[config.mk]
export PLATFORM = sky130hd
export DESIGN_NAME = tiv_back
export DESIGN_NICKNAME = d
export VERILOG_FILES = /design/src/rtl/tiv_pkg.sv /design/src/rtl/tiv_back.sv
export SDC_FILE = /design/constraint.sdc
export NUM_CORES = 2
export LEC_CHECK = 0
export ABC_AREA = 1
export BUFFER_PORTS_ARGS = -buffer_cell sky130_fd_sc_hd__buf_2
export CAP_MARGIN = 5
export CORE_UTILIZATION = 52
export CTS_BUF_LIST = sky130_fd_sc_hd__clkbuf_8
export CTS_CLUSTER_SIZE = 14
export DETAILED_ROUTE_END_ITERATION = 8
export GPL_TIMING_DRIVEN = 0
export MAX_ROUTING_LAYER = met4
export PLACE_DENSITY = 0.72
export SETUP_SLACK_MARGIN = 0.1
export SLEW_MARGIN = 20
export SYNTH_ARGS = -nofsm -noshare
export SYNTH_HDL_FRONTEND = slang
export SYNTH_SLANG_ARGS = --single-unit
export TNS_END_PERCENT = 1
[constraint.sdc]
create_clock -name clk -period 23 [get_ports clk]
set_input_delay 3.45 -clock clk [delete_from_list [all_inputs] [get_ports clk]]
set_output_delay 3.45 -clock clk [all_outputs]
set_load 0.01 [all_outputs]
[src/rtl/tiv_pkg.sv]
// tiv_pkg: shared types, constants and the tetrahedron corner table for the
// isosurface vertex block. No dependencies.
`timescale 1ns / 1ps
package tiv_pkg;

	localparam int GRID_SIDE   = 32;
	localparam int IDX_W       = 5;
	localparam int ADDR_W      = $clog2(GRID_SIDE * GRID_SIDE * GRID_SIDE);
	localparam int STORE_DEPTH = GRID_SIDE * GRID_SIDE * GRID_SIDE;
	localparam int NUM_TETRA   = 6;
	localparam int NUM_PAIRS   = 6;
	localparam int NUM_EDGES   = NUM_TETRA * NUM_PAIRS;
	localparam int EDGE_W      = $clog2(NUM_EDGES);
	localparam int NUM_CORNERS = 8;
	localparam int CORNER_W    = $clog2(NUM_CORNERS);
	localparam int WORD_W      = 128;
	localparam int HALF_UNIT   = 32768;
	localparam int CENTRE_UNIT = (GRID_SIDE - 1) * HALF_UNIT;
	localparam int FIFO_DEPTH  = 4;
	localparam int FIFO_PTR_W  = $clog2(FIFO_DEPTH);
	localparam int CFG_IDX_W   = 2;
	localparam int QUO_W       = 33;

	localparam logic [CFG_IDX_W-1:0] CFG_POS_SCALE        = 2'd0;
	localparam logic [CFG_IDX_W-1:0] CFG_FIELD_THRESHOLD  = 2'd1;
	localparam logic [CFG_IDX_W-1:0] CFG_CENTERING_FACTOR = 2'd2;

	// corners as xyz offset bits: bit2 = x, bit1 = y, bit0 = z
	localparam logic [2:0] TETRA_CORNER [NUM_TETRA][4] = '{
		'{3'd0, 3'd6, 3'd7, 3'd3},
		'{3'd0, 3'd2, 3'd6, 3'd3},
		'{3'd0, 3'd1, 3'd7, 3'd3},
		'{3'd4, 3'd1, 3'd5, 3'd7},
		'{3'd4, 3'd0, 3'd6, 3'd7},
		'{3'd4, 3'd1, 3'd0, 3'd7}
	};
	localparam logic [1:0] PAIR_A [NUM_PAIRS] = '{2'd0, 2'd0, 2'd0, 2'd1, 2'd1, 2'd2};
	localparam logic [1:0] PAIR_B [NUM_PAIRS] = '{2'd1, 2'd2, 2'd3, 2'd2, 2'd3, 2'd3};

	typedef struct packed {
		logic               func;
		logic [4:0]         grid_x;
		logic [4:0]         grid_y;
		logic [4:0]         grid_z;
		logic signed [31:0] raw_pos_x;
		logic signed [31:0] raw_pos_y;
		logic signed [31:0] raw_pos_z;
		logic signed [31:0] raw_field;
	} in_t;

	typedef struct packed {
		logic signed [31:0] vertex_x;
		logic signed [31:0] vertex_y;
		logic signed [31:0] vertex_z;
		logic               none_found;
		logic               last;
	} out_t;

	typedef struct packed {
		logic [30:0]        pos_scale;
		logic signed [31:0] field_threshold;
		logic [3:0]         centering_factor;
	} cfg_t;

	typedef struct packed {
		logic             none;
		logic             both_zero;
		logic             last;
		logic [2:0][31:0] p1;
		logic [2:0]       dneg;
		logic [2:0][31:0] dmag;
		logic [31:0]      a1;
		logic [32:0]      den;
	} job_t;

	typedef struct packed {
		logic full;
		logic empty;
	} fifo_stat_t;

	function automatic logic [ADDR_W-1:0] grid_addr(input logic [IDX_W:0] x,
		input logic [IDX_W:0] y, input logic [IDX_W:0] z);
		return ADDR_W'((int'(x) * GRID_SIDE + int'(y)) * GRID_SIDE + int'(z));
	endfunction

endpackage

[src/rtl/tiv_back.sv]
// tiv_back: takes queued edge jobs, interpolates the crossing vertex with a
// shared multiplier and a bit-serial divider, and holds the result word.
// Depends on tiv_pkg.
`timescale 1ns / 1ps
module tiv_back (
	input  logic                clk,
	input  logic                arst_n,
	input  tiv_pkg::job_t       pop_job,
	input  tiv_pkg::fifo_stat_t fifo_stat,
	output logic                pop,
	output logic                out_valid,
	output tiv_pkg::out_t       out_word,
	input  logic                out_stall
);

	typedef enum logic [3:0] {
		B_IDLE = 4'b0001,
		B_MUL  = 4'b0010,
		B_DIV  = 4'b0100,
		B_OUT  = 4'b1000
	} bstate_t;

	bstate_t                     state_q;
	logic [5:0]                  cnt_q;
	tiv_pkg::job_t               job_q;
	logic [63:0]                 prod_q [3];
	logic [32:0]                 num_q  [3];
	logic [32:0]                 rem_q  [3];
	logic [tiv_pkg::QUO_W-1:0]   quo_q  [3];
	logic                        ovalid_q;
	tiv_pkg::out_t               out_q;

	logic                        load_out;
	tiv_pkg::out_t               result;

	assign pop       = (state_q == B_IDLE) && !fifo_stat.empty;
	assign load_out  = (state_q == B_OUT) && (!ovalid_q || !out_stall);
	assign out_valid = ovalid_q;
	assign out_word  = out_q;

	always_comb begin
		logic [31:0] v [3];
		for (int c = 0; c < 3; c++) begin
			if (job_q.none) begin
				v[c] = '0;
			end else if (job_q.both_zero) begin
				v[c] = job_q.p1[c];
			end else if (job_q.dneg[c]) begin
				v[c] = job_q.p1[c] - quo_q[c][31:0];
			end else begin
				v[c] = job_q.p1[c] + quo_q[c][31:0];
			end
		end
		result.vertex_x   = v[0];
		result.vertex_y   = v[1];
		result.vertex_z   = v[2];
		result.none_found = job_q.none;
		result.last       = job_q.last;
	end

	always_ff @(posedge clk) begin
		if (pop) begin
			job_q <= pop_job;
		end
		if (state_q == B_MUL) begin
			if (cnt_q < 6'd3) begin
				prod_q[cnt_q[1:0]] <= 64'(job_q.dmag[cnt_q[1:0]]) * 64'(job_q.a1);
			end else begin
				// numerator plus half the denominator; upper part seeds the remainder
				for (int c = 0; c < 3; c++) begin
					logic [64:0] n;
					n = {1'b0, prod_q[c]} + 65'(job_q.den >> 1);
					rem_q[c] <= {1'b0, n[64:33]};
					num_q[c] <= n[32:0];
					quo_q[c] <= '0;
				end
			end
		end
		if (state_q == B_DIV) begin
			for (int c = 0; c < 3; c++) begin
				logic [33:0] t;
				logic        ge;
				t  = {rem_q[c], num_q[c][32]};
				ge = (t >= {1'b0, job_q.den});
				rem_q[c] <= ge ? 33'(t - {1'b0, job_q.den}) : t[32:0];
				num_q[c] <= {num_q[c][31:0], 1'b0};
				quo_q[c] <= {quo_q[c][tiv_pkg::QUO_W-2:0], ge};
			end
		end
		if (load_out) begin
			out_q <= result;
		end
	end

	always_ff @(posedge clk or negedge arst_n) begin
		if (!arst_n) begin
			state_q  <= B_IDLE;
			cnt_q    <= '0;
			ovalid_q <= 1'b0;
		end else begin
			if (load_out) begin
				ovalid_q <= 1'b1;
			end else if (!out_stall) begin
				ovalid_q <= 1'b0;
			end
			case (state_q)
				B_IDLE: begin
					cnt_q <= '0;
					if (pop) begin
						state_q <= (pop_job.none || pop_job.both_zero) ? B_OUT : B_MUL;
					end
				end
				B_MUL: begin
					if (cnt_q == 6'd3) begin
						cnt_q   <= '0;
						state_q <= B_DIV;
					end else begin
						cnt_q <= cnt_q + 1'b1;
					end
				end
				B_DIV: begin
					cnt_q <= cnt_q + 1'b1;
					if (cnt_q == 6'(tiv_pkg::QUO_W - 1)) begin
						state_q <= B_OUT;
					end
				end
				B_OUT: begin
					if (load_out) begin
						state_q <= B_IDLE;
					end
				end
				default: begin
					state_q <= B_IDLE;
				end
			endcase
		end
	end

endmodule

==> results_dict.tcl <==
set metrics [dict create \
    seq_area_frac_synth 0.279 \
    critPathSlowestCell "o21ai_2" \
    finalSetupTns_ns 0 \
    async_flop_share 0.0128 \
    viasPerCell 5.63 \
    whs_path_depth 0 \
    synth_warnings 0 \
    drc 2 \
    cts_tree "built" \
    crit_type "reg -> reg" \
    firstDrtPassIters 8 \
    cts_root_buf "clkbuf_8" \
    rows 154 \
    syn-num-nets 13800 \
    violations "DRC" \
    antenna_found_initial 18 \
    r2r_start "cnt_q[1]" \
    cpMostUsedCell "fa_1" \
    track_usage 0.416 \
    final_common_cell "nand2_1" \
    dp.cells 14800 \
    setup_viol 0 \
    dieArea_um2 179000 \
    clkLatencyLatePin_ns 0.99 \
    drv_slew 0 \
    crit_fanout 10 \
    synth_edf_count 847 \
    min_path_type "reg -> reg" \
    ctsHoldBuffers 0 \
    clockBufferDepth 3 \
    hpwl_um 306000 \
    drive_above_1_share 0.0642 \
    wl_per_cell_um 24.1 \
    core-area_um2 176000 \
    initial_utilization 0.523 \
    grt_pass1_wl_um 530000 \
    grt_busiest_layer "met2" \
    fin_util 0.574 \
    htree_num_levels 4 \
    start_kind "flip-flop" \
    met2_usage 0.641 \
    critPathMaxStageDelay_ns 0.83 \
    vias 84800 \
    hold_viol 0 \
    rsz0062_at_grt "no" \
    grt_pass1_vias 84200 \
    end_kind "flip-flop" \
    finalCriticalPeriod_ns 10.74 \
    relSlewSlack 0.140 \
    cp_data_required_time_ns 23.64 \
    clock_skew_ns 0.0562 \
    first_iter_violations 8746 \
    gr-total-overflow 0 \
    synth_seq_cells 858 \
    final_cells 15100 \
    syn_area_um2 92300 \
    worstRegToRegCells 29 \
    nets 14300 \
    synth_top_area_frac 0.276 \
    cts_buffers 156 \
    synth_cell_types 56 \
    status "complete, but fails checks" \
    port_buffers 366 \
    cts.repair.resized 0 \
    ant_nets 0 \
    max_freq_mhz 93.1 \
    die_y_um 423 \
    rrSetupSlack_ns 12.26 \
    critical_path_arrival_ns 11.38 \
    globalRouteMet1Util 0.509 \
    die_w_um 423 \
    hp-start "job_q[260]" \
    yosys.area.top_type "edfxtp_1" \
    drt-total-wl_um 364000 \
    cts_setup_buffers 0 \
    cts_sinks 858 \
    hold_path_end "out_word[0]" \
    reg2reg_to "prod_q[2][36]" \
    grt_max_degree 31 \
    yosys-top-cells-area "edfxtp_1, fa_1, nand2_1" \
    synthCells 12000 \
    finalCritPeriodShare 0.467 \
    worst_pin_slew_ns 1.28 \
    path_clk_slew_ns 0.07 \
    place.gp.congestion 1.08 \
    avgSynthCellArea_um2 7.66 \
    final_area_um2 101000 \
    post_dp_cell_area_um2 98100 \
    area_growth_pct 9.60 \
    grt_use_met3 0.0737 \
    synth_ff_type "edfxtp_1" \
    ios 368 \
    max_cap_viol_count 0 \
    layout_common_cells "nand2_1, inv_1, nor2_1, fa_1, edfxtp_1" \
]
-- metal layers --
metal / vias up / wire length, um
li1: 38700 / -
met1: 40900 / 140000
met2: 4335 / 163000
met3: 960 / 32900
met4: 0 / 27400
met5: - / 0
-- how the worst max path moves through the flow --
stage	from	end	slack, ns	cells past startpoint
2_1_floorplan	state_q[3]	num_q[0][0]	0.41	3
3_3_place_gp	state_q[3]	num_q[0][52]	-10.63	3
3_5_place_dp	cnt_q[1]	prod_q[0][36]	12.41	29
4_1_cts	cnt_q[1]	prod_q[0][36]	12.37	29
5_1_grt	cnt_q[1]	prod_q[0][36]	12.05	29
6_report	cnt_q[1]	prod_q[2][36]	12.26	29
-- flip-flops by register name, summed over array words and instances (netlist names) --
register   cells
cnt_q          6
job_q        263
num_q         99
out_valid      1
out_word      98
prod_q       192
quo_q         96
rem_q         99
state_q        4
-- cell type report --
class	count	area, um^2
plain buffers	299	1310
fillers	16600	75200
inverters	2243	8420
clock inverters	111	830
well taps	2340	2930
multi-input cells	8642	56900
diodes	14	35.0
clock buffers	160	2200
repair buffers	405	2790
flip-flops and latches	858	25700
-- per-stage QoR --
| step | setup slack [ns] | hold WS, ns |
|---|---|---|
| after floorplan | 0.407 | 0.400 |
| after global placement | -10.63 | 0.403 |
| after detailed placement | 12.41 | 0.409 |
| after CTS | 12.37 | 0.422 |
| after global routing | 12.05 | 0.431 |
| final | 12.26 | 0.420 |
-- Yosys cell counts, types with 20 or more instances --
library cell	count
a21o_1	20
a21oi_1	400
buf_2	65
clkbuf_1	207
edfxtp_1	847
fa_1	905
ha_1	558
inv_1	2214
inv_2	20
nand2_1	3148
nand3_1	615
nand3b_1	91
nand4_1	121
nor2_1	1752
nor3_1	97
nor4_1	29
o21a_1	20
o21ai_0	406
o21bai_1	57
or2_2	41
xnor2_1	73
xor2_1	180
-- critical path: cells and delay by family, from the launching register on --
kind,cells,cell delay (ns)
adder cells (fa/ha/maj),9,4.36
AO/OA/AOI/OAI,5,2.15
buffers and inverters,11,1.92
AND/OR/NAND/NOR,3,0.89
XOR/XNOR,1,0.73
flip-flops,1,0.38
-- cell families after synthesis --
logic type,synth area share
buffers and inverters,0.105
adder cells (fa/ha/maj),0.272
XOR/XNOR,0.0240
AO/OA/AOI/OAI,0.0570
AND/OR/NAND/NOR,0.263
flip-flops,0.279
Power is left out: the tool's default activity adds up to more than one toggle a clock period on the data nets, which glitch-free logic cannot reach.
