$ cat src/rtl/tiv_pkg.sv
// tiv_pkg: shared types, constants and the tetrahedron corner table for the
// isosurface vertex block. No dependencies.
`timescale 1ns / 1ps
package tiv_pkg;

	localparam int GRID_SIDE   = 32;
	localparam int IDX_W       = 5;
	localparam int ADDR_W      = $clog2(GRID_SIDE * GRID_SIDE * GRID_SIDE);
	localparam int STORE_DEPTH = GRID_SIDE * GRID_SIDE * GRID_SIDE;
	localparam int NUM_TETRA   = 6;
	localparam int NUM_PAIRS   = 6;
	localparam int NUM_EDGES   = NUM_TETRA * NUM_PAIRS;
	localparam int EDGE_W      = $clog2(NUM_EDGES);
	localparam int NUM_CORNERS = 8;
	localparam int CORNER_W    = $clog2(NUM_CORNERS);
	localparam int WORD_W      = 128;
	localparam int HALF_UNIT   = 32768;
	localparam int CENTRE_UNIT = (GRID_SIDE - 1) * HALF_UNIT;
	localparam int FIFO_DEPTH  = 4;
	localparam int FIFO_PTR_W  = $clog2(FIFO_DEPTH);
	localparam int CFG_IDX_W   = 2;
	localparam int QUO_W       = 33;

	localparam logic [CFG_IDX_W-1:0] CFG_POS_SCALE        = 2'd0;
	localparam logic [CFG_IDX_W-1:0] CFG_FIELD_THRESHOLD  = 2'd1;
	localparam logic [CFG_IDX_W-1:0] CFG_CENTERING_FACTOR = 2'd2;

	// corners as xyz offset bits: bit2 = x, bit1 = y, bit0 = z
	localparam logic [2:0] TETRA_CORNER [NUM_TETRA][4] = '{
		'{3'd0, 3'd6, 3'd7, 3'd3},
		'{3'd0, 3'd2, 3'd6, 3'd3},
		'{3'd0, 3'd1, 3'd7, 3'd3},
		'{3'd4, 3'd1, 3'd5, 3'd7},
		'{3'd4, 3'd0, 3'd6, 3'd7},
		'{3'd4, 3'd1, 3'd0, 3'd7}
	};
	localparam logic [1:0] PAIR_A [NUM_PAIRS] = '{2'd0, 2'd0, 2'd0, 2'd1, 2'd1, 2'd2};
	localparam logic [1:0] PAIR_B [NUM_PAIRS] = '{2'd1, 2'd2, 2'd3, 2'd2, 2'd3, 2'd3};

	typedef struct packed {
		logic               func;
		logic [4:0]         grid_x;
		logic [4:0]         grid_y;
		logic [4:0]         grid_z;
		logic signed [31:0] raw_pos_x;
		logic signed [31:0] raw_pos_y;
		logic signed [31:0] raw_pos_z;
		logic signed [31:0] raw_field;
	} in_t;

	typedef struct packed {
		logic signed [31:0] vertex_x;
		logic signed [31:0] vertex_y;
		logic signed [31:0] vertex_z;
		logic               none_found;
		logic               last;
	} out_t;

	typedef struct packed {
		logic [30:0]        pos_scale;
		logic signed [31:0] field_threshold;
		logic [3:0]         centering_factor;
	} cfg_t;

	typedef struct packed {
		logic             none;
		logic             both_zero;
		logic             last;
		logic [2:0][31:0] p1;
		logic [2:0]       dneg;
		logic [2:0][31:0] dmag;
		logic [31:0]      a1;
		logic [32:0]      den;
	} job_t;

	typedef struct packed {
		logic full;
		logic empty;
	} fifo_stat_t;

	function automatic logic [ADDR_W-1:0] grid_addr(input logic [IDX_W:0] x,
		input logic [IDX_W:0] y, input logic [IDX_W:0] z);
		return ADDR_W'((int'(x) * GRID_SIDE + int'(y)) * GRID_SIDE + int'(z));
	endfunction

endpackage

$ cat src/rtl/tiv_fifo.sv
// tiv_fifo: short job queue between the classifying front and the
// interpolating back. Depends on tiv_pkg.
`timescale 1ns / 1ps
module tiv_fifo (
	input  logic                clk,
	input  logic                arst_n,
	input  logic                push,
	input  tiv_pkg::job_t       push_job,
	input  logic                pop,
	output tiv_pkg::job_t       pop_job,
	output tiv_pkg::fifo_stat_t stat
);

	tiv_pkg::job_t                   mem_q [tiv_pkg::FIFO_DEPTH];
	logic [tiv_pkg::FIFO_PTR_W-1:0]  wr_ptr_q;
	logic [tiv_pkg::FIFO_PTR_W-1:0]  rd_ptr_q;
	logic [tiv_pkg::FIFO_PTR_W:0]    count_q;

	assign stat.full  = (count_q == (tiv_pkg::FIFO_PTR_W+1)'(tiv_pkg::FIFO_DEPTH));
	assign stat.empty = (count_q == '0);
	assign pop_job    = mem_q[rd_ptr_q];

	always_ff @(posedge clk) begin
		if (push) begin
			mem_q[wr_ptr_q] <= push_job;
		end
	end

	always_ff @(posedge clk or negedge arst_n) begin
		if (!arst_n) begin
			wr_ptr_q <= '0;
			rd_ptr_q <= '0;
			count_q  <= '0;
		end else begin
			if (push) begin
				wr_ptr_q <= wr_ptr_q + 1'b1;
			end
			if (pop) begin
				rd_ptr_q <= rd_ptr_q + 1'b1;
			end
			if (push && !pop) begin
				count_q <= count_q + 1'b1;
			end else if (pop && !push) begin
				count_q <= count_q - 1'b1;
			end
		end
	end

endmodule

$ cat config.mk
export PLATFORM = sky130hd
export DESIGN_NAME = tiv_fifo
export DESIGN_NICKNAME = d
export VERILOG_FILES = /design/src/rtl/tiv_pkg.sv /design/src/rtl/tiv_fifo.sv
export SDC_FILE = /design/constraint.sdc
export NUM_CORES = 1
export LEC_CHECK = 0
export ABC_AREA = 1
export BUFFER_PORTS_ARGS = -buffer_cell sky130_fd_sc_hd__buf_2
export CORE_MARGIN = 2
export CORE_UTILIZATION = 60
export CTS_BUF_LIST = sky130_fd_sc_hd__clkbuf_8
export DETAILED_ROUTE_END_ITERATION = 7
export PLACE_DENSITY = 0.79
export SYNTH_ARGS = -nofsm -noshare
export SYNTH_HDL_FRONTEND = slang
export SYNTH_SLANG_ARGS = --single-unit
$ cat constraint.sdc
create_clock -name clk -period 8.65 [get_ports clk]
set_clock_uncertainty 0.05 [all_clocks]
set_input_delay 1.73 -clock clk [delete_from_list [all_inputs] [get_ports clk]]
set_output_delay 1.73 -clock clk [all_outputs]
set_load 0.1 [all_outputs]
==> results_dict.tcl, run 1 <==
set metrics [dict create \
    cts_hold_buf 0 \
    dp_hpwl_um 50800 \
    path_class "reg2out" \
    relSlewSlack 0.0891 \
    syn_to_final_growth_pct 14.6 \
    viasPerCell 5.33 \
    fin_nets 3931 \
    dp_cells 4433 \
    critical-path-top-delay-family "buffers and inverters" \
    mostFrequentLayoutCells "edfxtp_1 (1052), nand2_1 (802), inv_1 (590)" \
    antenna_left 0 \
    place.gp.congestion 0.785 \
    setup_viol 0 \
    final_common_cell "edfxtp_1" \
    finalCriticalPeriod_ps 5650 \
    post-route-period-util 0.653 \
    rsz0062_at_grt "false" \
    clk_pin_slew_ps 60 \
    arrival_ps 3870 \
    wl_per_cell_um 18.5 \
    cts.sinks 1059 \
    grt_first_pass_wirelength_um 134000 \
    grt-ovfl-total 0 \
    cts_setup_buffers 0 \
    antenna_found_initial 38 \
    crit_required_ps 6870 \
    grt_max_degree 177 \
    syn_area_mm2 0.0423 \
    cts-buffers-inserted 163 \
    hold_viol 0 \
    clockBufferDepth 3 \
    worstPathMaxFanout 124 \
    cap_viol_max_count 0 \
    max_stage_delay_ps 1000 \
    status "finished, final reports clean" \
    critPathSlowestCell "dfrtp_4" \
    seq_area_frac_synth 0.751 \
    synth.distinct_cells 19 \
    final_cells 4753 \
    die_area_mm2 0.0726 \
    drt_iter0_drc 2203 \
    worstMarginPinSlew_ps 1370 \
    htreeDepth 4 \
    worstPathCellList "buf_4, o211ai_1, nand2_1, buf_2" \
    grt_pass1_vias 24200 \
    tritoncts "built" \
    wl_um 88200 \
    initial_utilization 0.605 \
    coreArea_mm2 0.0699 \
    syn_area_per_cell_um2 13.6 \
    layout-drive-gt1-share 0.227 \
    end_kind "output pin" \
    clock.fmax_mhz 177 \
    die_h_um 270 \
    hold_path.class "reg2reg" \
    netlist_instances 3116 \
    portBuffers 531 \
    slew_violations 0 \
    clk_latency_ps 770 \
    ys_ff_latch 1059 \
    cts_resized 0 \
    num_io_pins 532 \
    grt_util_all_layers 0.239 \
    drc 0 \
    path_buf_inv 2 \
    die-width_um 270 \
    vias 25300 \
    start_kind "register" \
    root_buffer "clkbuf_8" \
    drt_pass1_iterations 7 \
    fin_setup_tns_ps 0 \
    synth.net_count 3389 \
    yosysWarnings 0 \
    rows 97 \
]
worst min-delay path: cells and delay by family, from the launching register on:
family | cells | cell delay (ps)
flops | 1 | 360
simple gates | 2 | 110
state kept, by name, indices dropped and copies added (netlist names):
register,flops
count_q,3
mem_q,1052
rd_ptr_q,2
wr_ptr_q,2
metal layers:
metal  track usage  part of all wire  vias to the layer above
li1              -                 -                    12000
met1         0.288              0.38                    12200
met2         0.398              0.50                      819
met3        0.0793             0.081                      200
met4        0.0999             0.034                       28
met5             0            0.0020                        -
path summary, 6_finish.rpt:
kind                       slack (ps)        start  depth (start not counted)            to
setup / recovery                 3000  rd_ptr_q[0]                          4   pop_job[49]
hold / removal                    450   count_q[2]                          2    count_q[2]
setup reg to reg                 5780  wr_ptr_q[1]                          5  mem_q[1][49]
hold reg to reg                   450   count_q[2]                          2    count_q[2]
max in group asynchronous        7630       arst_n                          1   rd_ptr_q[0]
min in group asynchronous         730       arst_n                          1   rd_ptr_q[1]
stage by stage:
step                      cell area, um2  hold slack [ps]   util  setup slack, ps
final                              48500              454  0.694             3000
after global routing               48500              503  0.693             2710
after CTS                          48400              448  0.693             2860
after detailed placement           45500              432  0.651             3730
after global placement             45500              425  0.651             3680
after floorplan                    42300              413      -              885
cells in the mapped netlist:
cell type / instances / area share
buf_1: 6 / 0.00053
buf_2: 127 / 0.015
buf_4: 1 / 0.00018
buf_6: 12 / 0.0032
clkbuf_1: 30 / 0.0027
dfrtp_1: 7 / 0.0041
edfxtp_1: 1052 / 0.75
fa_1: 1 / 0.00047
ha_1: 5 / 0.0015
inv_1: 538 / 0.048
nand2_1: 802 / 0.071
nand3_1: 1 / 0.00012
nand4_1: 1 / 0.00015
nor3_1: 2 / 0.00024
o211ai_1: 426 / 0.076
o211ai_2: 100 / 0.030
o21ai_0: 1 / 0.00012
xnor2_1: 1 / 0.00021
xor2_1: 3 / 0.00062
cells by family (layout without fill, tap and decap cells):
logic type / count (synthesis) / in the layout / synth area share
other cells: 0 / 28 / 0
xor+xnor: 4 / 4 / 0.000828
simple gates: 806 / 806 / 0.0717
buf+inv: 714 / 1383 / 0.0693
flops: 1059 / 1059 / 0.751
fa+ha+maj: 6 / 6 / 0.00195
compound gates: 527 / 527 / 0.105
cell type report:
class | count | area [um2]
Clock buffer | 163 | 2240
Timing Repair Buffer | 553 | 2910
Clock inverter | 129 | 652
Inverter | 538 | 2060
Fill cell | 4567 | 21400
Tap cell | 940 | 1180
Sequential cell | 1059 | 31800
Antenna cell | 28 | 70.1
Multi-Input combinational cell | 1343 | 7600
Power of run 1 is not shown: default switching activity piles up to over one toggle a cycle in this logic, so the estimate is an artifact.
==> run 2, diff against run 1 <==
==> constraint.sdc (replaced) <==
create_clock -name clk -period 5.36 [get_ports clk]
set_clock_uncertainty 0.05 [all_clocks]
set_input_delay 1.072 -clock clk [delete_from_list [all_inputs] [get_ports clk]]
set_output_delay 1.072 -clock clk [all_outputs]
set_load 0.1 [all_outputs]
==> results_dict.tcl, run 2 (synthesized netlist as in run 1, its figures left out) <==
set metrics [dict create \
    use_met1 0.310 \
    root_buffer "clkbuf_8" \
    arrival_ps 3270 \
    cts_hold_buf 0 \
    wl_um 90600 \
    crit_required_ps 4240 \
    cts.sinks 1059 \
    path_class "reg2out" \
    dp_hpwl_um 55000 \
    clk_pin_slew_ps 50 \
    worstMarginPinSlew_ps 1080 \
    critPathLaunch "rd_ptr_q[1]" \
    r2r-start "wr_ptr_q[1]" \
    cts_resized 0 \
    cts-buffers-inserted 161 \
    die_h_um 270 \
    grt_first_pass_wirelength_um 139000 \
    critPathSlowestCell "dfrtp_4" \
    coreArea_mm2 0.0699 \
    place.gp.congestion 0.818 \
    clk_latency_ps 770 \
    wl_per_cell_um 19.0 \
    end_kind "output pin" \
    rsz0062_at_grt "false" \
    largest_reg_flops 1052 \
    grt_pass1_vias 24900 \
    critical-path-top-delay-family "buffers and inverters" \
    cts_setup_buffers 0 \
    setup_viol 0 \
    syn_to_final_growth_pct 15.4 \
    status "finished, final reports clean" \
    reg2reg_depth 6 \
    hold_viol 0 \
    start_kind "register" \
    clock.fmax_mhz 228 \
    initial_utilization 0.605 \
    antenna_left 0 \
    reg2reg_slack_ps 2590 \
    die_area_mm2 0.0726 \
    dp_cells 4458 \
    final_cells 4772 \
    max_stage_delay_ps 620 \
    nFillCells 4545 \
    die-width_um 270 \
    rows 97 \
    grt_busiest_layer "met2" \
    clockBufferDepth 3 \
    post_dp_cell_area_mm2 0.0459 \
    grt_util_all_layers 0.249 \
    num_io_pins 532 \
    fin_nets 3954 \
    grt_max_degree 168 \
    final_area_mm2 0.0488 \
    vias 25500 \
    slew_violations 0 \
    viasPerCell 5.35 \
    fin_util 0.698 \
    relSlewSlack 0.278 \
    htreeDepth 4 \
    worstPathCellList "inv_8, buf_12, o211ai_1, nand2_1, buf_2" \
    drc 0 \
    worstPathMaxFanout 106 \
    regMostFlops "mem_q" \
    finalCriticalPeriod_ps 4390 \
    use_met3 0.0710 \
    holdWs_ps 92.3 \
    tritoncts "built" \
    drt_iter0_drc 1990 \
    layout-drive-gt1-share 0.232 \
    post-route-period-util 0.819 \
    drt_pass1_iterations 6 \
    cap_viol_max_count 0 \
    final_common_cell "edfxtp_1" \
    path_buf_inv 3 \
    hold_path.class "in2async" \
    antenna_found_initial 41 \
    grtUsageMet2 0.405 \
    biggestRegsByFlops "mem_q (1052), count_q (3)" \
    grt-ovfl-total 0 \
    portBuffers 531 \
    mostFrequentLayoutCells "edfxtp_1 (1052), nand2_1 (798), inv_1 (584)" \
    r2r_end "mem_q[1][224]" \
]
## run 2: cell types whose count changed in the layout (fill, tap and decap cells not counted), sizes merged
cell	delta
buf	+25
clkinv	-10
clkinvlp	+6
clkbuf	+1
bufinv	-1
diode	+9
inv	-11
## run 2: layout make-up
cell class                      count  area [um2]  area share
Timing Repair Buffer              578        3270      0.0671
Multi-Input combinational cell   1343        7630       0.156
Clock inverter                    113         557      0.0114
Tap cell                          940        1180      0.0241
Antenna cell                       37        92.6     0.00190
Clock buffer                      164        2260      0.0462
Sequential cell                  1059       31800       0.651
Inverter                          538        2040      0.0418
## run 2: per-layer routing
layer | vias up | routed length (um)
met5 | - | 144
met3 | 219 | 7080
met1 | 12300 | 34900
li1 | 12100 | -
met2 | 860 | 44900
met4 | 22 | 3610
## run 2: worst max path at each step
stage | endpoint | slack (ps) | cells past startpoint
5_1_grt | pop_job[193] | 840 | 5
6_report | pop_job[193] | 970 | 5
3_5_place_dp | pop_job[247] | 1780 | 5
4_1_cts | pop_job[9] | 910 | 5
2_1_floorplan | mem_q[1][0] | -290 | 3
3_3_place_gp | pop_job[247] | 1760 | 5
## run 2: per-stage QoR
stage | TNS, ps | setup slack (ps)
2_1_floorplan | -300540 | -286
3_3_place_gp | 0 | 1760
3_5_place_dp | 0 | 1780
4_1_cts | 0 | 914
5_1_grt | 0 | 839
6_report | 0 | 969
Power of run 2 is left out for the same reason.
